==> src/hdl/rcts_pkg.sv <==
package rcts_pkg;

  localparam int unsigned DefScreenHeight = 1024;

  localparam logic [19:0] LINE_MAX = 20'hFFFFF;
  localparam logic [25:0] TEXQ_MAX = 26'h3FFFFFF;
  localparam logic [10:0] COL_MAX  = 11'd1023;

  // Texture row dividend: tex_height << 16.
  localparam int unsigned TexNumW = 27;

  typedef struct packed {
    logic [9:0]  col;
    logic [10:0] th;
  } side1_t;

  typedef struct packed {
    logic [19:0] line;
    logic [9:0]  start;
    logic [9:0]  stop;
    logic [9:0]  col;
    logic [19:0] a;
    logic        apos;
  } side2_t;

endpackage

==> src/hdl/rcts_tail.sv <==
module rcts_tail (
  input  logic                      clk_i,
  input  logic                      rst_ni,
  input  logic                      en_i,
  input  logic                      vld_i,
  input  logic [rcts_pkg::TexNumW-1:0] quo_i,
  input  rcts_pkg::side2_t          side_i,
  output logic                      vld_o,
  output logic [19:0]               line_height_o,
  output logic [9:0]                span_start_o,
  output logic [9:0]                span_end_o,
  output logic [9:0]                tex_column_o,
  output logic [25:0]               tex_row_start_o,
  output logic [25:0]               tex_row_step_o
);
  import rcts_pkg::*;

  logic [25:0] step_d, step_q, step_o_q, ts_d, ts_q;
  logic [45:0] prod_d, prod_q;
  side2_t      s_q, s_o_q;
  logic [1:0]  vld_q;

  // A zero line height divides to all ones and saturates here too.
  assign step_d = (quo_i > TexNumW'(TEXQ_MAX)) ? TEXQ_MAX : quo_i[25:0];
  assign prod_d = side_i.a * step_d;

  always_comb begin
    if (!s_q.apos) ts_d = '0;
    else if (prod_q[45:1] > 45'(TEXQ_MAX)) ts_d = TEXQ_MAX;
    else ts_d = prod_q[26:1];
  end

  always_ff @(posedge clk_i or negedge rst_ni) begin
    if (!rst_ni) begin
      vld_q <= '0;
    end else if (en_i) begin
      vld_q <= {vld_q[0], vld_i};
    end
  end

  always_ff @(posedge clk_i) begin
    if (en_i) begin
      step_q   <= step_d;
      prod_q   <= prod_d;
      s_q      <= side_i;
      step_o_q <= step_q;
      ts_q     <= ts_d;
      s_o_q    <= s_q;
    end
  end

  assign vld_o           = vld_q[1];
  assign line_height_o   = s_o_q.line;
  assign span_start_o    = s_o_q.start;
  assign span_end_o      = s_o_q.stop;
  assign tex_column_o    = s_o_q.col;
  assign tex_row_start_o = ts_q;
  assign tex_row_step_o  = step_o_q;
endmodule

==> config.mk <==
export PLATFORM = sky130hd
export DESIGN_NAME = rcts_tail
export DESIGN_NICKNAME = d
export VERILOG_FILES = /design/src/hdl/rcts_pkg.sv /design/src/hdl/rcts_tail.sv
export SDC_FILE = /design/constraint.sdc
export NUM_CORES = 1
export LEC_CHECK = 0
export ABC_AREA = 1
export BUFFER_PORTS_ARGS = -buffer_cell sky130_fd_sc_hd__buf_2
export CAP_MARGIN = 20
export CORE_MARGIN = 3
export CORE_UTILIZATION = 45
export CTS_CLUSTER_DIAMETER = 50
export DETAILED_ROUTE_END_ITERATION = 10
export PLACE_DENSITY_LB_ADDON = 0.2
export SYNTH_ARGS = -nofsm -noshare
export SYNTH_HDL_FRONTEND = slang
export SYNTH_SLANG_ARGS = --single-unit
==> constraint.sdc <==
create_clock -name clk_i -period 3.9 [get_ports clk_i]
set_clock_uncertainty 0.1 [all_clocks]
set_input_delay 0.39 -clock clk_i [delete_from_list [all_inputs] [get_ports clk_i]]
set_output_delay 0.39 -clock clk_i [all_outputs]
set_load 0.05 [all_outputs]
==> metrics.yaml <==
status: "complete, but fails checks"
violations: "negative setup slack"
hold_viol: 0
die_h_um: 242
hp-class: "in2async"
cp_top_family: "adder cells"
yosys.area.top_type: "fa_1"
grt_max_degree: 118
use_met1_pct: 34.9
route.vias.total: 19600
dieArea_mm2: 0.0583
cpPeakStageDelay_ns: 0.61
syn_nets: 3373
rsz0062_at_grt: "yes"
worst_pin_slew_ns: 1.03
busiest_layer: "met2"
synth_top_family_by_area: "adder cells"
clk_path_buf_depth: 3
cap_violations: 0
met2_usage_pct: 46.0
synthAdderAreaFrac_pct: 42.1
criticalPathCategory: "in2reg"
grt_pass1_vias: 21300
arrival_ns: 6.13
dpl.cell_count: 3860
viasPerCell: 4.87
num_rows: 85
drtAntennaViolNets: 0
yosys.area_share.simple_pct: 16.7
wl_um: 77200
worstPathCellList: "buf_12, buf_12, buf_12, nor2_4, nor2_1, fa_1, fa_2, fa_1, fa_1, fa_1, fa_2, inv_2, fa_1, inv_1, ha_4, nand2_4, nor2_4, nand2_1, nor2_1, nand2_1, nand3_2, nand2_2, nand3_1, nand2_1"
critPathBufInv: 5
fin_cells: 4029
grt_overflow_total: 0
synth.ff_latch_count: 226
grt_pass1_wl_um: 121000
cpMostUsedCell: "fa_1"
drive_gt1_share_pct: 32.4
io_buffers: 204
synth-compound-area-share_pct: 1.45
synth-xor-area-share_pct: 0.947
use_met3_pct: 5.11
syn_inst: 2687
die_width_um: 242
yosys_warnings: 0
setup_tns_ns: -72.98
drc_errors: 0
numCtsBuffers: 34
wl_per_cell_um: 19.2
clk_latency_ns: 0.54
yosysTopAreaCellShare_pct: 34.3
synth_area_leaders: "fa_1 34%, edfxtp_1 27%, inv_1 10%"
startpoint_type: "primary input"
slew-limit-headroom_pct: 31.6
dr.pass1.iters: 5
place_hpwl_um: 62700
cp_slowest_cell: "fa_2"
fin_crit_ns: 5.94
core_area_mm2: 0.0543
fin_crit_sh_pct: 152
start_util_pct: 45.9
io_pins: 205
syn2layout_area_growth_pct: 33.2
cts-htree-levels: 2
antenna_found_initial: 1
setup_viol: 41
maxSlewViolCount: 0
seq_area_frac_synth_pct: 27.1
cts_tree: "yes"
syn_area_mm2: 0.0250
path_max_fanout: 7
avgSynthCellArea_um2: 9.29
synthDistinctLibCells: 33
clkTransAtPathRegs_ns: 0.05
required_ns: 4.09
muxShareOfSynthArea_pct: 0
root_buffer: "clkbuf_16"
endpoint_kind: "flip-flop"
fmax_mhz: 168
setup_slack_ns: -2.04
cts.sink_count: 226
layout.nets: 3950
globalplace.congestion: 0.975
drt_iter0_drc: 1234
track_usage_pct: 27.3
## area by class of cell
cell class / instances / area, um2
fillers: 4649 / 21100
multi-input cells: 1703 / 16900
flip-flops and latches: 226 / 6780
repair buffers: 615 / 4810
inverters: 684 / 2660
well taps: 739 / 925
clock buffers: 42 / 912
clock inverters: 19 / 235
diodes: 1 / 2.50
## stage by stage
| step | cell area, um2 | hold slack, ns | setup slack [ns] | utilization, % |
|---|---|---|---|---|
| 3_5_place_dp | 29700 | 0.0766 | -2.89 | 54.6 |
| 2_1_floorplan | 25700 | -0.00559 | -2.06 | - |
| 3_3_place_gp | 29700 | 0.0745 | -2.86 | 54.6 |
| 6_report | 33300 | 0.0864 | -2.04 | 61.2 |
| 5_1_grt | 33300 | 0.0789 | -2.15 | 61.2 |
| 4_1_cts | 32400 | 0.0539 | -2.04 | 59.6 |
## layout by cell type (no fill, tap or decap), types with 6 or more instances in the layout
master / synthesis / routed
fa_2: 0 / 39
nand2_2: 25 / 96
clkbuf_16: 0 / 35
clkbuf_1: 42 / 6
nor2_2: 29 / 37
a21oi_2: 0 / 17
nor2_4: 7 / 48
dlygate4sd3_1: 0 / 53
buf_4: 0 / 287
edfxtp_1: 224 / 224
fa_1: 428 / 389
inv_1: 664 / 582
clkinv_2: 0 / 9
buf_6: 3 / 37
nor2_1: 326 / 277
inv_4: 0 / 9
buf_2: 29 / 201
nand3_2: 8 / 13
nand2_4: 0 / 37
nand3_1: 32 / 22
inv_2: 6 / 72
a21oi_1: 56 / 34
clkinvlp_4: 0 / 6
clkinv_4: 0 / 9
buf_8: 0 / 8
ha_1: 156 / 121
ha_4: 0 / 33
xor2_1: 20 / 14
inv_6: 0 / 6
nand2_1: 576 / 466
buf_12: 0 / 29
## path summary, 6_finish.rpt
kind	to	start	slack [ns]	depth (start not counted)
setup / recovery	prod_q[30]$_DFFE_PP_	quo_i[26]	-2.04	24
setup reg to reg	tex_row_start_o[2]$_SDFFCE_PN0P_	prod_q[28]$_DFFE_PP_	2.10	6
hold reg to reg	tex_row_step_o[12]$_DFFE_PP_	step_q[12]$_DFFE_PP_	0.31	0
max in group asynchronous	vld_q[0]$_DFFE_PN0P_	rst_ni	3.52	2
min in group clk_i	step_q[0]$_DFFE_PP_	quo_i[0]	0.21	4
hold / removal	vld_q[1]$_DFFE_PN0P_	rst_ni	0.09	2
## flip-flops by register name, indices dropped and copies added, names as in the netlist
name             cells
step_q              26
tex_row_step_o      26
tex_column_o        10
span_end_o          10
vld_q                2
prod_q              45
s_q                 51
tex_row_start_o     26
line_height_o       20
span_start_o        10
## routing by layer
metal / share of wire (%) / routed length, um
met1: 40 / 31100
met2: 48 / 37300
met3: 6.9 / 5330
met4: 4.5 / 3440
met5: 0 / 0
## kinds of logic after synthesis
family	count (synthesis)
simple gates	1023
xor+xnor	27
buf+inv	758
flops	226
compound gates	69
fa+ha+maj	584
## what timing repair did
| item | 4_1_cts | 5_1_grt |
|---|---|---|
| setup buffers | 27 | 28 |
| pin swaps | 112 | 94 |
| hold endpoints to repair | 54 | 0 |
| endpoints found under the setup margin | 42 | 42 |
| hold buffers | 53 | 0 |
| resized for setup | 205 | 206 |
## synthesized netlist by cell type, drive strengths merged
cell    number
or2          4
nor2       362
xor2        20
a21oi       56
clkinv      14
xnor2        7
nand2      601
nor3         7
nor4         3
dfrtp        2
nand3       40
a31oi        3
ha         156
edfxtp     224
inv        670
nand2b       1
o21bai       5
o21ai        5
nand4        4
fa         428
buf         32
and2         1
clkbuf      42
Power is left out: the tool's default activity adds up to more than one toggle a clock period on the data nets, which glitch-free logic cannot reach.
