$ cat config.mk
export PLATFORM = sky130hd
export DESIGN_NAME = rcts_front
export DESIGN_NICKNAME = d
export VERILOG_FILES = /design/src/hdl/rcts_pkg.sv /design/src/hdl/rcts_front.sv
export SDC_FILE = /design/constraint.sdc
export NUM_CORES = 2
export LEC_CHECK = 0
export BUFFER_PORTS_ARGS = -buffer_cell sky130_fd_sc_hd__buf_4
export CORE_UTILIZATION = 40
export DETAILED_ROUTE_END_ITERATION = 7
export HOLD_SLACK_MARGIN = 0.02
export PLACE_DENSITY = 0.67
export SYNTH_ARGS = -nofsm -noshare
export SYNTH_HDL_FRONTEND = slang
export SYNTH_SLANG_ARGS = --single-unit
$ cat constraint.sdc
create_clock -name clk_i -period 23.5 [get_ports clk_i]
set_input_delay 3.525 -clock clk_i [delete_from_list [all_inputs] [get_ports clk_i]]
set_output_delay 3.525 -clock clk_i [all_outputs]
set_load 0.005 [all_outputs]
$ cat src/hdl/rcts_pkg.sv
package rcts_pkg;

  localparam int unsigned DefScreenHeight = 1024;

  localparam logic [19:0] LINE_MAX = 20'hFFFFF;
  localparam logic [25:0] TEXQ_MAX = 26'h3FFFFFF;
  localparam logic [10:0] COL_MAX  = 11'd1023;

  // Texture row dividend: tex_height << 16.
  localparam int unsigned TexNumW = 27;

  typedef struct packed {
    logic [9:0]  col;
    logic [10:0] th;
  } side1_t;

  typedef struct packed {
    logic [19:0] line;
    logic [9:0]  start;
    logic [9:0]  stop;
    logic [9:0]  col;
    logic [19:0] a;
    logic        apos;
  } side2_t;

endpackage

$ cat src/hdl/rcts_front.sv
module rcts_front (
  input  logic               clk_i,
  input  logic               rst_ni,
  input  logic               en_i,
  input  logic               vld_i,
  input  logic [1:0]         side_i,
  input  logic [31:0]        side_dist_x_i,
  input  logic [31:0]        delta_dist_x_i,
  input  logic [31:0]        side_dist_y_i,
  input  logic [31:0]        delta_dist_y_i,
  input  logic [23:0]        pos_x_i,
  input  logic [23:0]        pos_y_i,
  input  logic signed [17:0] ray_dir_x_i,
  input  logic signed [17:0] ray_dir_y_i,
  input  logic [10:0]        tex_width_i,
  input  logic [10:0]        tex_height_i,
  output logic               vld_o,
  output logic [31:0]        dist_o,
  output rcts_pkg::side1_t   side_o
);
  import rcts_pkg::*;

  logic [2:0]         vld_q;
  logic [31:0]        dist_d, dist1_q, dist2_q, dist3_q;
  logic [15:0]        pos_d, pos_q;
  logic signed [17:0] ray_d, ray_q;
  logic               mir_d, mir1_q, mir2_q;
  logic [10:0]        tw1_q, tw2_q, th1_q, th2_q, th3_q;
  logic               xside;
  logic signed [50:0] hprod;
  logic [31:0]        frac_d, frac_q;
  logic [42:0]        cprod;
  logic [10:0]        raw, mcol;
  logic [9:0]         col_d, col_q;

  // Stage 1: perpendicular distance and side selection.
  always_comb begin
    xside  = !side_i[1];
    if (xside) begin
      dist_d = (side_dist_x_i > delta_dist_x_i) ? side_dist_x_i - delta_dist_x_i : '0;
      pos_d  = pos_y_i[15:0];
      ray_d  = ray_dir_y_i;
      mir_d  = ray_dir_x_i[17];
    end else begin
      dist_d = (side_dist_y_i > delta_dist_y_i) ? side_dist_y_i - delta_dist_y_i : '0;
      pos_d  = pos_x_i[15:0];
      ray_d  = ray_dir_x_i;
      mir_d  = !ray_dir_y_i[17] && (ray_dir_y_i != '0);
    end
  end

  // Stage 2: fractional wall hit coordinate.
  assign hprod  = $signed({1'b0, dist1_q}) * ray_q;
  assign frac_d = {pos_q, 16'h0} + hprod[31:0];

  // Stage 3: texture column, mirrored and saturated.
  assign cprod = frac_q * tw2_q;
  assign raw   = cprod[42:32];
  assign mcol  = mir2_q ? tw2_q - raw - 11'd1 : raw;
  always_comb begin
    if (tw2_q == '0) col_d = '0;
    else if (mcol > COL_MAX) col_d = COL_MAX[9:0];
    else col_d = mcol[9:0];
  end

  always_ff @(posedge clk_i or negedge rst_ni) begin
    if (!rst_ni) begin
      vld_q <= '0;
    end else if (en_i) begin
      vld_q <= {vld_q[1:0], vld_i};
    end
  end

  always_ff @(posedge clk_i) begin
    if (en_i) begin
      dist1_q <= dist_d;
      pos_q   <= pos_d;
      ray_q   <= ray_d;
      mir1_q  <= mir_d;
      tw1_q   <= tex_width_i;
      th1_q   <= tex_height_i;
      dist2_q <= dist1_q;
      frac_q  <= frac_d;
      mir2_q  <= mir1_q;
      tw2_q   <= tw1_q;
      th2_q   <= th1_q;
      dist3_q <= dist2_q;
      col_q   <= col_d;
      th3_q   <= th2_q;
    end
  end

  assign vld_o       = vld_q[2];
  assign dist_o      = dist3_q;
  assign side_o.col  = col_q;
  assign side_o.th   = th3_q;
endmodule

==> results.cfg <==
[run_status]
status = finished clean

[final_layout]
drive_above_1_share_pct = 11.8
fin_util_pct = 45.4
seq_area_sq_mm = 0.00695
syn2layout_area_growth_pct = 11.9
nets = 4833
final_cell_mix = inv_1 (671), fa_1 (619), nand2_1 (555), buf_4 (325), and2_1 (276)
final_common_cell = inv_1
num_antenna_cells = 0
num-fill-cells = 8078
multi_input_area_sq_mm = 0.0246

[timing]
finalSetupTns_ns = 0
slew-limit-headroom_pct = 36.2
worst_slack_ns = 14.94
skew_ns = 0.0169
min_period_ns = 8.56
setup_viol = 0
fin_crit_sh_pct = 36.4
max_freq_mhz = 117
worstMarginPinSlew_ns = 0.958
hold_violations = 0
maxSlewViolCount = 0
rsz0062_at_grt = no

[logic_synthesis]
synth_edf_count = 229
synthesis.area_sq_mm = 0.0347
async_flop_share_pct = 1.29
synth_warnings = 0
synth_cells = 3519
ys_seq_elements = 232
synth_top_cell_by_area = fa_1
synth.distinct_cells = 89
syn-num-nets = 4634
synth.avg_cell_area_sq_um = 9.86
synthTopCellsByArea = fa_1 (36%), edfxtp_1 (20%), ha_1 (9.2%), inv_1 (7.3%), nand2_1 (6.0%)
synth_top_area_share_pct = 35.7
yosys_most_used_dff = edfxtp_1
ys_seq_area_share_pct = 20.0

[global_routing]
grt_start_max_net_pins = 104
grt.met1_usage_pct = 25.3
use_met2_pct = 36.6
grt_pass1_wl_um = 139000
grt_pass1_vias = 26100
busiest_layer = met2
gr-total-overflow = 0
use_met3_pct = 2.35
antenna_found_initial = 0
grtUsageTotal_pct = 20.3

[drt]
drtAntennaViolNets = 0
num_vias = 24900
wire_per_inst_um = 17.7
via_per_inst = 5.10
drc = 0
drt_iter0_drc = 1270
drtPass1Iterations = 5
drt_wl_total_um = 86600

[min_path]
worstHoldStart = th1_q[3]
worst_hold_path_type = reg -> reg

[setup_path]
worstSetupStartpoint = tw2_q[5]
critical-path-top-delay-family = adder cells
worstSetupPathType = reg -> reg
reg2reg_from = tw2_q[5]
crit_required_ns = 23.76
cp-start-kind = flop
crit_arrival_ns = 8.82
worst-path-max-fanout = 34
cp_common_cell = fa_1
slowest_stage = fa_1
cp-end-kind = flop
critical_path_buf_inv_count = 4
max_stage_delay_ns = 0.55

[placement]
portBuffers = 276
dp_hpwl_um = 66100
place_ws_ns = 15.06
gp_congestion = 0.888

[clocking]
insertion_delay_ns = 0.57
htreeDepth = 1
holdBufCountCts = 0
cts_made_buffers = 27
clock_path_buffers = 3
clk_pin_slew_ns = 0.06
post_cts_resized = 0
cts_sinks = 232
cts_tree = yes
post-cts-setup-buffers = 0
cts_root_buffer = clkbuf_16

[floorplan]
die_w_um = 297
dieArea_sq_mm = 0.0880
die_h_um = 297
coreArea_sq_mm = 0.0855
initial_core_util_pct = 40.6
pin_count = 294
rows = 107

[flow_run]
max_cap_viol_count = 0
cell usage after synthesis, types with 5 or more instances:
cell type,instances
ha_1,256
mux2_2,42
o21a_1,12
and2_1,276
nand3_1,27
nand2b_1,22
o21ai_1,7
a21o_1,30
o211ai_1,16
and3_1,8
fa_1,619
o21bai_1,18
nor4_1,10
nand2_1,555
or3_1,9
nor3_1,22
nand4_1,10
xnor2_1,85
a211oi_1,22
o21ai_0,43
o22ai_1,29
edfxtp_1,229
inv_1,671
a21oi_1,110
nor2_1,64
or2_2,5
a211o_1,7
a31oi_1,21
nor2b_1,10
clkbuf_1,150
xor2_1,43
worst register-to-register path, delay by kind of cell (launching register included):
family          cells  cell delay (ns)
fa+ha+maj           8             3.53
flops               1             0.32
buf+inv             4             0.58
compound gates      8             1.93
simple gates        5             1.04
xor+xnor            3             0.85
flip-flops by register name (all words and copies together) (netlist names):
name	cells
th2_q	11
frac_q	32
mir2_q	1
vld_q	3
dist_o	32
th3_q	11
col_q	10
th1_q	11
dist1_q	32
ray_q	18
tw1_q	11
tw2_q	11
pos_q	16
dist2_q	32
mir1_q	1
kinds of logic (layout without fill, tap and decap cells):
kind of cell             after synthesis  after routing  synth area share, %
XOR/XNOR                             129            129                 3.28
adder cells (fa/ha/maj)              875            875                 44.9
AO/OA/AOI/OAI                        368            368                 7.02
flip-flops                           232            232                 20.0
AND/OR/NAND/NOR                     1043           1043                 14.3
multiplexers                          44             44                 1.42
buffers and inverters                828           1045                 8.99
metrics by stage:
stage,hold WS (ns),cells,area (sq um)
final,0.412,4880,38800
after global routing,0.414,4880,38800
after CTS,0.413,4880,38800
after detailed placement,0.405,4833,38000
after global placement,0.401,4833,38000
after floorplan,0.400,3519,34700
worst paths after layout:
| check | endpoint | slack [ns] | cells after the start |
|---|---|---|---|
| max | col_q[0] | 14.94 | 28 |
| min | th2_q[3] | 0.41 | 0 |
| max reg2reg | col_q[0] | 14.94 | 28 |
| min reg2reg | th2_q[3] | 0.41 | 0 |
| max in group asynchronous | vld_q[2] | 20.67 | 1 |
| min in group asynchronous | vld_q[0] | 2.73 | 1 |
final cells by class:
class | count | area share [%]
multi-input combinational | 2459 | 63.4
sequential | 232 | 17.9
inverter | 672 | 6.49
timing repair buffer | 326 | 6.32
tap | 1144 | 3.68
clock buffer | 31 | 1.78
clock inverter | 16 | 0.415
per-layer routing:
metal | vias up | share of wire [%] | wire (um)
li1 | 11400 | - | -
met4 | 0 | 2.9 | 2520
met5 | - | 0 | 0
met3 | 167 | 5.9 | 5120
met1 | 12500 | 40 | 34500
met2 | 844 | 51 | 44400
Power is not shown: default switching activity piles up to over one toggle a cycle in this logic, so the estimate is an artifact.
