File: src/hdl/rcts_pkg.sv
package rcts_pkg;

  localparam int unsigned DefScreenHeight = 1024;

  localparam logic [19:0] LINE_MAX = 20'hFFFFF;
  localparam logic [25:0] TEXQ_MAX = 26'h3FFFFFF;
  localparam logic [10:0] COL_MAX  = 11'd1023;

  // Texture row dividend: tex_height << 16.
  localparam int unsigned TexNumW = 27;

  typedef struct packed {
    logic [9:0]  col;
    logic [10:0] th;
  } side1_t;

  typedef struct packed {
    logic [19:0] line;
    logic [9:0]  start;
    logic [9:0]  stop;
    logic [9:0]  col;
    logic [19:0] a;
    logic        apos;
  } side2_t;

endpackage

File: src/hdl/rcts_mid.sv
module rcts_mid #(
  parameter int unsigned SCREEN_HEIGHT = rcts_pkg::DefScreenHeight,
  parameter int unsigned NW = $clog2(SCREEN_HEIGHT) + 17
) (
  input  logic             clk_i,
  input  logic             rst_ni,
  input  logic             en_i,
  input  logic             vld_i,
  input  logic [NW-1:0]    quo_i,
  input  rcts_pkg::side1_t side_i,
  output logic             vld_o,
  output logic [19:0]      line_o,
  output logic [10:0]      th_o,
  output rcts_pkg::side2_t side_o
);
  import rcts_pkg::*;

  localparam logic [19:0] Half = 20'(SCREEN_HEIGHT / 2);
  localparam logic [19:0] Sh   = 20'(SCREEN_HEIGHT);

  logic [19:0] line, lh, start, stop, sum;
  logic [21:0] a;
  logic        vld_q;
  logic [19:0] line_q;
  logic [10:0] th_q;
  side2_t      s_d, s_q;

  always_comb begin
    line  = (quo_i > NW'(LINE_MAX)) ? LINE_MAX : quo_i[19:0];
    lh    = {1'b0, line[19:1]};
    start = (lh >= Half) ? '0 : Half - lh;
    sum   = lh + Half;
    stop  = (sum >= Sh) ? Sh - 20'd1 : sum;
    a     = {1'b0, start, 1'b0} + {2'b0, line} - {2'b0, Sh};
    s_d.line  = line;
    s_d.start = start[9:0];
    s_d.stop  = stop[9:0];
    s_d.col   = side_i.col;
    s_d.a     = a[19:0];
    s_d.apos  = !a[21] && (a != '0);
  end

  always_ff @(posedge clk_i or negedge rst_ni) begin
    if (!rst_ni) begin
      vld_q <= 1'b0;
    end else if (en_i) begin
      vld_q <= vld_i;
    end
  end

  always_ff @(posedge clk_i) begin
    if (en_i) begin
      s_q    <= s_d;
      line_q <= line;
      th_q   <= side_i.th;
    end
  end

  assign vld_o  = vld_q;
  assign line_o = line_q;
  assign th_o   = th_q;
  assign side_o = s_q;
endmodule

File: config.mk
export PLATFORM = sky130hd
export DESIGN_NAME = rcts_mid
export DESIGN_NICKNAME = d
export VERILOG_FILES = /design/src/hdl/rcts_pkg.sv /design/src/hdl/rcts_mid.sv
export SDC_FILE = /design/constraint.sdc
export NUM_CORES = 1
export LEC_CHECK = 0
export ABC_AREA = 1
export BUFFER_PORTS_ARGS = -buffer_cell sky130_fd_sc_hd__buf_4
export CELL_PAD_IN_SITES_DETAIL_PLACEMENT = 1
export CELL_PAD_IN_SITES_GLOBAL_PLACEMENT = 1
export CORE_ASPECT_RATIO = 0.9
export CORE_MARGIN = 1
export CORE_UTILIZATION = 40
export DETAILED_ROUTE_END_ITERATION = 10
export HOLD_SLACK_MARGIN = 0.06
export PLACE_DENSITY = 0.95
export SYNTH_ARGS = -nofsm -noshare
export SYNTH_HDL_FRONTEND = slang
export SYNTH_SLANG_ARGS = --single-unit
File: constraint.sdc
create_clock -name clk_i -period 1.2 [get_ports clk_i]
set_input_delay 0.24 -clock clk_i [delete_from_list [all_inputs] [get_ports clk_i]]
set_output_delay 0.24 -clock clk_i [all_outputs]
set_load 0.03 [all_outputs]
==> summary.md, run 1 <==
| Metric | Value |
|---|---|
| Post-Syn Instances | 570 |
| Largest family of logic cells by synthesized area | simple AND/OR/NAND/NOR gates |
| Root Driver | clkbuf_16 |
| Register area share after synthesis | 0.482 |
| IO Pins | 155 |
| Async S/R FF share, synth | 0.0122 |
| Syn nets | 653 |
| Top post-synthesis cells by area | edfxtp_1 (48%), nand2_1 (10%), inv_1 (7.7%) |
| Post-CTS sizing | 317 |
| RD Place Congestion | 0.911 |
| Most frequent cell after synthesis | nand2_1 |
| Die X | 121 µm |
| Synth Area in XOR/XNOR | 0.0172 |
| Last stage reached | 4_1_cts |
| Hold buffer count at CTS | 17 |
| Post-Synth Adder-Cell Area | 0.0776 |
| Area after DPL | 7400 µm² |
| Dominant cell type by area after synthesis | edfxtp_1 |
| Synth Area in Simple Gates | 0.259 |
| Post-Syn Area | 5090 µm² |
| Mux cell area share after synthesis | 0.00221 |
| First error | [ERROR DPL-0033] detailed placement checks failed during check placement. |
| Post-synth EDFFs | 81 |
| Post-synth top area share | 0.477 |
| Count of different cell masters after synthesis | 39 |
| Avg Inst Size Synth | 8.94 µm² |
| Postcts setup bufs | 67 |
| IO Port Bufs | 154 |
| Post-synth top flop | edfxtp_1 |
| Total clock sinks | 82 |
| Num CTS Buffers | 9 |
| Initial core utilization | 0.417 |
| Clock Tree Buf Depth | 2 |
| Syn. warnings | 0 |
| Yosys reg bits | 82 |
| Synth cell count leaders | nand2_1 (137), inv_1 (105), edfxtp_1 (81), nor2_1 (62), ha_1 (30) |
| Rows | 38 |
| Die span in y | 109 µm |
| Synth Area in Compound Gates | 0.0422 |
| Status | stopped before the end |
| Dpl hpwl | 15.7 mm |
| Htree depth | 3 |
-- through the flow --
| stage | cells | utilization | hold slack, ns | TNS (ns) | worst slack [ns] |
|---|---|---|---|---|---|
| 3_5_place_dp | 991 | 0.606 | 0.0196 | -71.56 | -2.78 |
| 3_3_place_gp | 991 | 0.606 | 0.0150 | -60.40 | -2.36 |
| 2_1_floorplan | 570 | - | -0.0556 | -41.02 | -2.01 |
-- cells by family after synthesis --
family / Yosys count
buf+inv: 133
mux: 1
other cells: 1
xor+xnor: 10
fa+ha+maj: 31
compound gates: 38
simple gates: 274
flops: 82
==> run 2: changes to the inputs <==
- CELL_PAD_IN_SITES_DETAIL_PLACEMENT: 1 -> not set
- CELL_PAD_IN_SITES_GLOBAL_PLACEMENT: 1 -> not set
- CORE_ASPECT_RATIO: 0.9 -> not set
- CORE_UTILIZATION: 40 -> 25
- HOLD_SLACK_MARGIN: 0.06 -> not set
- PLACE_DENSITY: 0.95 -> not set
- PLACE_DENSITY_LB_ADDON: not set -> 0.15
==> summary.md, run 2 <==
| Metric | Value |
|---|---|
| Maximum VDD drop | 545 µV |
| Register area share after synthesis | 0.482 (unchanged) |
| Max reg flops | 70 |
| Post-route ant nets | 0 |
| Min-delay worst type | input port to flop |
| Largest net degree at the start of global routing | 28 |
| Final Core Density | 0.475 |
| Crit path arrival time | 3.33 ns |
| Flop-to-flop setup slack | 0.45 ns |
| Antenna cells | 0 |
| Setup WS pre-CTS | -2.68 ns (+0.100 ns) |
| Final setup violation count | 53 |
| CP most frequent cell | nand2_2 |
| Critical path launch point type | input port |
| Syn. warnings | 0 (unchanged) |
| Syn nets | 653 (unchanged) |
| RD Place Congestion | 0.805 (-12%) |
| First DRT Iteration DRCs | 132 |
| Hold depth | 1 |
| Register area | 2460 µm² |
| Die X | 145 µm (+20%) |
| Area grow syn2layout | 83.6% |
| Most frequent cell after synthesis | nand2_1 |
| Final Critical Period | 3.21 ns |
| Max Fclk | 312 MHz |
| Critical Path Fanout Max | 6 |
| Yosys reg bits | 82 (unchanged) |
| Die Footprint | 21000 µm² |
| Power per Cell Area | 786 nW/µm² |
| Routed WL per cell | 13.2 µm |
| Vias | 4808 |
| Via density | 4.12 |
| Nature of the critical path endpoint | flop |
| First-pass GRT wire length | 23.9 mm |
| Vias in the first global route | 4862 |
| GRT Util Overall | 0.150 |
| Top post-synthesis cells by area | edfxtp_1 (48%), nand2_1 (10%), inv_1 (7.7%) |
| Placed cell count | 1110 (+12%) |
| Worst-Skew Late Latency | 0.35 ns |
| Core ar. | 19700 µm² |
| Root Driver | clkbuf_16 |
| Worst r2r src | vld_o |
| CP max stage delay | 0.35 ns |
| Status | complete, but fails checks |
| R2R depth | 1 |
| FILL cells | 1877 |
| Clock slew at reported path FFs | 0.07 ns |
| Num CTS Buffers | 9 (unchanged) |
| Synth cell count leaders | nand2_1 (137), inv_1 (105), edfxtp_1 (81), nor2_1 (62), ha_1 (30) |
| Rows | 51 (+34%) |
| Die span in y | 145 µm (+33%) |
| Fin. max-slew vios | 0 |
| Count of different cell masters after synthesis | 39 (unchanged) |
| Antenna violations before repair | 0 |
| Total gr overflow | 0 |
| Fin. Hold Viols | 0 |
| Clock Tree Buf Depth | 2 (unchanged) |
| TritonCTS clock tree | yes |
| Commonest cells after routing, fill and taps aside | buf_4 (260), nand2_1 (87), inv_1 (85) |
| Async S/R FF share, synth | 0.0122 (unchanged) |
| Share of post-route cells with drive strength above 1 | 0.626 |
| Post-synth top flop | edfxtp_1 |
| Leak | 4.26 nW |
| DRC | 0 |
| Initial core utilization | 0.258 (-0.159) |
| Post-synth top area share | 0.477 (unchanged) |
| Post-Syn Instances | 570 (unchanged) |
| Req. time, crit path | 1.32 ns |
| Drt total wl | 15.4 mm |
| IO Pins | 155 (unchanged) |
| Clk_skew | 0 ns |
| Post-Syn Area | 5090 µm² (unchanged) |
| HP Start | side_i[9] |
| Max_cap viols | 0 |
| Reg2reg end | vld_o |
| Post-synth EDFFs | 81 (unchanged) |
| Total clock sinks | 82 (unchanged) |
| RSZ-0062 raised after global routing | yes |
| Dpl hpwl | 11.9 mm (-24%) |
| Htree depth | 3 (unchanged) |
| TritonRoute pass-1 iters | 4 |
| Failing checks | negative setup slack |
| Multi-input logic area | 2970 µm² |
| Setup ws final | -2.01 ns |
| Layout Cells excl Fill | 1166 |
| Crit Path Class | input port to flop |
| Final nets | 979 |
| Avg Inst Size Synth | 8.94 µm² (unchanged) |
| Crit-path slowest cell | fa_2 |
| Dominant cell type by area after synthesis | edfxtp_1 |
| Leading cell type in the layout, fill and taps excluded | buf_4 |
| Final Cycle Share | 2.67 |
| Hold Path End | th_o[9] |
| IO Port Bufs | 154 (unchanged) |
## run 2: cell counts after synthesis
No cell type changed its count.
## run 2: where the power goes
group | leakage, nW | internal [W] | switching [W]
Clock | 0.127 | 0.00139 | 0.00120
Combinational | 3.32 | 0.000577 | 0.000779
Sequential | 0.814 | 0.00333 | 0.0000702
## run 2: cell type report
cell class,instances,share of cell area
Multi-Input combinational cell,356,0.318
Timing Repair Buffer,339,0.311
Sequential cell,82,0.263
Inverter,108,0.0441
Tap cell,265,0.0354
Clock buffer,9,0.0241
Clock inverter,7,0.00481
## run 2: how the worst max path moves through the flow
stage | startpoint | endpoint | cells past startpoint
6_report | quo_i[21] | side_o[0] | 29
5_1_grt | quo_i[20] | side_o[0] | 28
4_1_cts | quo_i[25] | side_o[0] | 26
3_5_place_dp | quo_i[25] | side_o[0] | 25
3_3_place_gp | quo_i[24] | side_o[0] | 27
2_1_floorplan | quo_i[24] | side_o[0] | 28
## run 2: layer usage
layer	GRT usage	vias up	wire length, µm
met5	0	-	0
met2	0.271	131	7770
met4	0.0404	0	197
met1	0.177	2202	6520
met3	0.0336	18	878
li1	-	2457	-
## run 2: repair_timing
action	4_1_cts	5_1_grt
resized for setup	130	147
setup endpoints to repair	59	86
hold endpoints to repair	1	0
hold buffers	1	0
setup buffers	27	24
pin swaps	20	68
gates cloned	1	0
## run 2: cell families after synthesis
logic type,after synthesis,share of synthesized area
simple gates,274,0.259
fa+ha+maj,31,0.0776
compound gates,38,0.0422
flops,82,0.482
xor+xnor,10,0.0172
mux,1,0.00221
other cells,1,0.000736
buf+inv,133,0.119
## run 2: worst max-delay path: cells and delay by family
kind / cells / cell delay, ns
AND/OR/NAND/NOR: 17 / 1.53
buffers and inverters: 10 / 0.91
adder cells (fa/ha/maj): 2 / 0.61
## run 2: stage by stage
stage | hold slack, ns | total power [W] | setup TNS [ns] | area [µm²]
finish | 0.0662 | 0.00735 | -39.48 | 9360
CTS | 0.0513 | 0.00739 | -38.86 | 8700
global route | 0.0522 | 0.00763 | -44.73 | 9360
detailed placement | 0.0173 | 0.00470 | -66.53 | 7660
floorplan | -0.0556 | 0.00409 | -41.02 | 5240
global placement | 0.0162 | 0.00469 | -63.77 | 7660
No activity file was read; power rests on OpenSTA's default activity.
==> run 3: changes to the inputs <==
- SKIP_CTS_REPAIR_TIMING: not set -> 1
==> summary.md, run 3 (synthesis results as in run 2) <==
| Metric | Value |
|---|---|
| Status | complete, but fails checks |
| Failing checks | negative setup slack |
| Min-delay worst type | input port to flop |
| Antenna violations before repair | 0 (unchanged) |
| Post-route cell area | 9210 µm² (-1.5%) |
| Antenna cells | 0 (unchanged) |
| Htree depth | 3 (unchanged) |
| Total gr overflow | 0 (unchanged) |
| IO Pins | 155 (unchanged) |
| Max_cap viols | 0 (unchanged) |
| First-pass GRT wire length | 22.7 mm (-4.9%) |
| TritonCTS clock tree | yes |
| Nature of the critical path endpoint | flop |
| Leading cell type in the layout, fill and taps excluded | buf_4 |
| Clk network pwr share | 0.353 (about the same) |
| Pint | 0.00530 W (about the same) |
| Vias in the first global route | 4618 (-5.0%) |
| Placed cell count | 1110 (unchanged) |
| Dpl hpwl | 11.9 mm (unchanged) |
| Worst r2r src | vld_o |
| Root Driver | clkbuf_16 |
| Final nets | 976 (-0.31%) |
| Max reg flops | 70 (unchanged) |
| Switching share of power | 0.279 (about the same) |
| Commonest cells after routing, fill and taps aside | buf_4 (265), nand2_1 (93), inv_1 (86) |
| Leak | 4.22 nW (-1.0%) |
| IO Port Bufs | 154 (unchanged) |
| Clk_skew | 0 ns (unchanged) |
| Routed WL per cell | 13.0 µm (-1.3%) |
| Fin. max-slew vios | 0 (unchanged) |
| Seq pwr share | 0.462 (about the same) |
| Largest net degree at the start of global routing | 28 (unchanged) |
| Fin. Hold Viols | 0 (unchanged) |
| Hold Path End | th_o[9] |
| Maximum VDD drop | 550 µV (+0.92%) |
| Tot Pwr | 0.00735 W (about the same) |
| GRT Util Overall | 0.142 (-0.00739) |
| Die span in y | 145 µm (unchanged) |
| Final setup violation count | 52 (-1.9%) |
| RD Place Congestion | 0.805 (unchanged) |
| Crit path arrival time | 3.34 ns (about the same) |
| Area after DPL | 7660 µm² (unchanged) |
| Total net switching power | 0.00205 W (+0.12%) |
| Drt total wl | 15.1 mm (-1.6%) |
| R2R depth | 1 (unchanged) |
| Setup TNS | -41.03 ns (-1.55 ns) |
| Initial core utilization | 0.258 (unchanged) |
| Total clock sinks | 82 (unchanged) |
| Critical path launch point type | input port |
| Comb power frac | 0.185 (about the same) |
| Max Fclk | 311 MHz (-0.27%) |
| Final Cycle Share | 2.68 (+0.00726) |
| Vias | 4779 (-0.60%) |
| First DRT Iteration DRCs | 119 (-9.8%) |
| TritonRoute pass-1 iters | 4 (unchanged) |
| Final Critical Period | 3.22 ns (+0.00871 ns) |
| DRC | 0 (unchanged) |
| Layout Cells excl Fill | 1163 (-0.26%) |
| RSZ-0062 raised after global routing | yes |
| Rows | 51 (unchanged) |
| Crit Path Class | input port to flop |
| Via density | 4.11 (-0.35%) |
| Area grow syn2layout | 80.8% |
| Die Footprint | 21000 µm² (unchanged) |
| Worst-Skew Late Latency | 0.35 ns (about the same) |
| Reg2reg end | vld_o |
| Die X | 145 µm (unchanged) |
| Share of post-route cells with drive strength above 1 | 0.609 (-0.0168) |
| Setup ws final | -2.02 ns (-0.00871 ns) |
| HP Start | side_i[9] |
| Num CTS Buffers | 9 (unchanged) |
| Clock slew at reported path FFs | 0.07 ns (about the same) |
| Critical Path Fanout Max | 7 (+1) |
| Clock Tree Buf Depth | 2 (unchanged) |
| Power per Cell Area | 798 nW/µm² (+1.6%) |
| Hold depth | 1 (unchanged) |
| Core ar. | 19700 µm² (unchanged) |
| Flop-to-flop setup slack | 0.45 ns (about the same) |
| Req. time, crit path | 1.32 ns (about the same) |
| Post-route ant nets | 0 (unchanged) |
run 3: power by group through the flow:
| stage | combinational (W) | sequential, W | clock (W) |
|---|---|---|---|
| floorplan | 0.000271 | 0.00381 | 0 |
| global placement | 0.00125 | 0.00344 | 0 |
| detailed placement | 0.00125 | 0.00345 | 0 |
| CTS | 0.00125 | 0.00339 | 0.00268 |
| global route | 0.00144 | 0.00342 | 0.00277 |
| finish | 0.00136 | 0.00340 | 0.00260 |
run 3: worst max-delay path, stage by stage:
cell and delay [ns]:
buf_6 0.10, nor2_4 0.12, nand2_4 0.09, nor2_8 0.15, buf_12 0.13, nand3_4 0.06
nor2_4 0.12, nand2_2 0.07, nor2_4 0.23, buf_6 0.15, nand3_4 0.08, ha_4 0.27
inv_2 0.04, ha_4 0.31, nand4_1 0.12, buf_4 0.18, nor3_4 0.19, nand2_4 0.08
nand2_1 0.06, nand2_1 0.06, nand2_2 0.07, nand2_2 0.07, nor2_2 0.12, nand3_2 0.08
nor2_2 0.10, nor2_1 0.04
run 3: through the flow:
step / worst slack, ns / hold WS (ns) / utilization
after floorplan: -2.01 / -0.0556 / -
after global placement: -2.61 / 0.0162 / 0.389
after detailed placement: -2.68 / 0.0173 / 0.389
after CTS: -2.31 / -0.361 / 0.402
after global routing: -2.24 / 0.0522 / 0.467
final: -2.02 / 0.0639 / 0.467
run 3: worst max-delay path by stage:
stage          depth (start not counted)  startpoint  slack (ns)         to
2_1_floorplan                         28   quo_i[24]       -2.01  side_o[0]
3_3_place_gp                          27   quo_i[24]       -2.61  side_o[0]
3_5_place_dp                          25   quo_i[25]       -2.68  side_o[0]
4_1_cts                               25   quo_i[25]       -2.31  side_o[0]
5_1_grt                               26   quo_i[26]       -2.24  side_o[0]
6_report                              26   quo_i[26]       -2.02  side_o[0]
run 3: per-layer routing:
layer | wire [µm] | track usage
met1 | 6550 | 0.169
met2 | 7600 | 0.256
met3 | 830 | 0.0326
met4 | 142 | 0.0382
met5 | 0 | 0
run 3: cell type report:
cell class,instances,area [µm²]
fillers,1886,10500
multi-input cells,356,2890
repair buffers,336,2840
flip-flops and latches,82,2460
inverters,108,415
well taps,265,332
clock buffers,9,225
clock inverters,7,45.0
==> run 4: changes to the inputs <==
- CORE_ASPECT_RATIO: not set -> 2
==> summary.md, run 4 (synthesis results as in run 2) <==
| Metric | Value |
|---|---|
| Status | complete, but fails checks |
| Failing checks | negative setup slack |
| Setup TNS | -43.29 ns (-2.26 ns) |
| Dpl hpwl | 13.8 mm (+16%) |
| Post-route ant nets | 0 (unchanged) |
| Initial core utilization | 0.256 (-0.00252) |
| GRT Util Overall | 0.162 (+0.0191) |
| RSZ-0062 raised after global routing | yes |
| Final nets | 1003 (+2.8%) |
| Routed WL per cell | 15.1 µm (+16%) |
| Power per Cell Area | 765 nW/µm² (-4.1%) |
| Setup WS pre-CTS | -2.63 ns (+0.0522 ns) |
| Max reg flops | 70 (unchanged) |
| Crit path arrival time | 3.38 ns (+0.04 ns) |
| Vias in the first global route | 4867 (+5.4%) |
| Drt total wl | 18.0 mm (+19%) |
| Tot Pwr | 0.00751 W (+2.1%) |
| Crit Path Class | input port to flop |
| Die span in y | 204 µm (+41%) |
| Area grow syn2layout | 92.7% |
| Total clock sinks | 82 (unchanged) |
| Leading cell type in the layout, fill and taps excluded | buf_4 |
| Final Critical Period | 3.27 ns (+0.0483 ns) |
| Via density | 4.25 (+3.3%) |
| Die Footprint | 21000 µm² (+0.17%) |
| CP top delay family | simple AND/OR/NAND/NOR gates |
| Min-delay worst type | input port to flop |
| Commonest cells after routing, fill and taps aside | buf_4 (275), inv_1 (83), buf_6 (82) |
| Num CTS Buffers | 9 (unchanged) |
| Maximum VDD drop | 478 µV (-13%) |
| Worst path bufs/invs | 6 (+1) |
| Die X | 103 µm (-29%) |
| Critical Path Fanout Max | 7 (unchanged) |
| TritonCTS clock tree | yes |
| Critical path launch point type | input port |
| RD Place Congestion | 0.796 (-1.2%) |
| Share of post-route cells with drive strength above 1 | 0.658 (+0.0492) |
| IO Port Bufs | 154 (unchanged) |
| IO Pins | 155 (unchanged) |
| Htree depth | 3 (unchanged) |
| Antenna cells | 0 (unchanged) |
| Core ar. | 19900 µm² (+0.98%) |
| Worst-Skew Late Latency | 0.35 ns (about the same) |
| DRC | 0 (unchanged) |
| Antenna violations before repair | 0 (unchanged) |
| Setup ws final | -2.07 ns (-0.0483 ns) |
| Rows | 73 (+43%) |
| Clk_skew | 0 ns (unchanged) |
| Largest net degree at the start of global routing | 17 (-39%) |
| Vias | 5040 (+5.5%) |
| Root Driver | clkbuf_16 |
| First-pass GRT wire length | 24.6 mm (+8.5%) |
| Hold_ws | 0.0633 ns (-0.000552 ns) |
| Total gr overflow | 0 (unchanged) |
| Req. time, crit path | 1.31 ns (about the same) |
| Crit-path slowest cell | ha_4 |
| Nature of the critical path endpoint | flop |
| Clock Tree Buf Depth | 2 (unchanged) |
| Final setup violation count | 59 (+13%) |
| CP max stage delay | 0.31 ns (about the same) |
| Leak | 4.50 nW (+6.7%) |
| CP most frequent cell | nor2_4 |
| First DRT Iteration DRCs | 96 (-19%) |
| FILL cells | 1910 (+1.3%) |
| TritonRoute pass-1 iters | 5 (+1) |
| Max Fclk | 306 MHz (-1.5%) |
| Final Cycle Share | 2.72 (+0.0403) |
| Fin. max-slew vios | 0 (unchanged) |
| Max_cap viols | 0 (unchanged) |
| Fin. Hold Viols | 0 (unchanged) |
| Clock slew at reported path FFs | 0.06 ns (about the same) |
==> run 4: metal layers <==
layer / vias to the layer above / track usage / part of all wire
met5: - / 0 / 0
met4: 0 / 0.0895 / 0.042
met3: 45 / 0.0205 / 0.028
met2: 117 / 0.336 / 0.62
met1: 2374 / 0.136 / 0.31
li1: 2504 / - / -
==> run 4: area by class of cell <==
cell class                 instances  area (µm²)  area share
sequential                        82        2460       0.250
inverter                         108         420      0.0428
multi-input combinational        355        3210       0.327
clock inverter                     6        57.6     0.00586
tap                              262         328      0.0334
clock buffer                      10         229      0.0233
timing repair buffer             364        3110       0.317
==> run 4: power by group <==
part / total [W] / leakage [nW] / internal [W] / switching (W)
Clock: 0.00272 / 0.135 / 0.00159 / 0.00113
Combinational: 0.00139 / 3.55 / 0.000579 / 0.000809
Sequential: 0.00340 / 0.814 / 0.00333 / 0.0000725
Total: 0.00751 / 4.50 / 0.00550 / 0.00201
==> run 4: worst paths after layout <==
| path | startpoint | end | slack, ns | cells after the start |
|---|---|---|---|---|
| setup / recovery | quo_i[21] | side_o[0] | -2.07 | 27 |
| hold / removal | side_i[10] | th_o[10] | 0.06 | 1 |
| setup reg to reg | vld_o | vld_o | 0.46 | 1 |
| hold reg to reg | vld_o | vld_o | 0.52 | 1 |
| max in group asynchronous | rst_ni | vld_o | 0.91 | 2 |
| min in group asynchronous | rst_ni | vld_o | 0.21 | 2 |
==> run 4: per-stage QoR <==
stage / utilization / area (µm²) / std cells
global placement: 0.384 / 7640 / 1106
detailed placement: 0.384 / 7640 / 1106
CTS: 0.398 / 7930 / 1122
finish: 0.493 / 9820 / 1187
global route: 0.493 / 9820 / 1187
floorplan: - / 5240 / 570
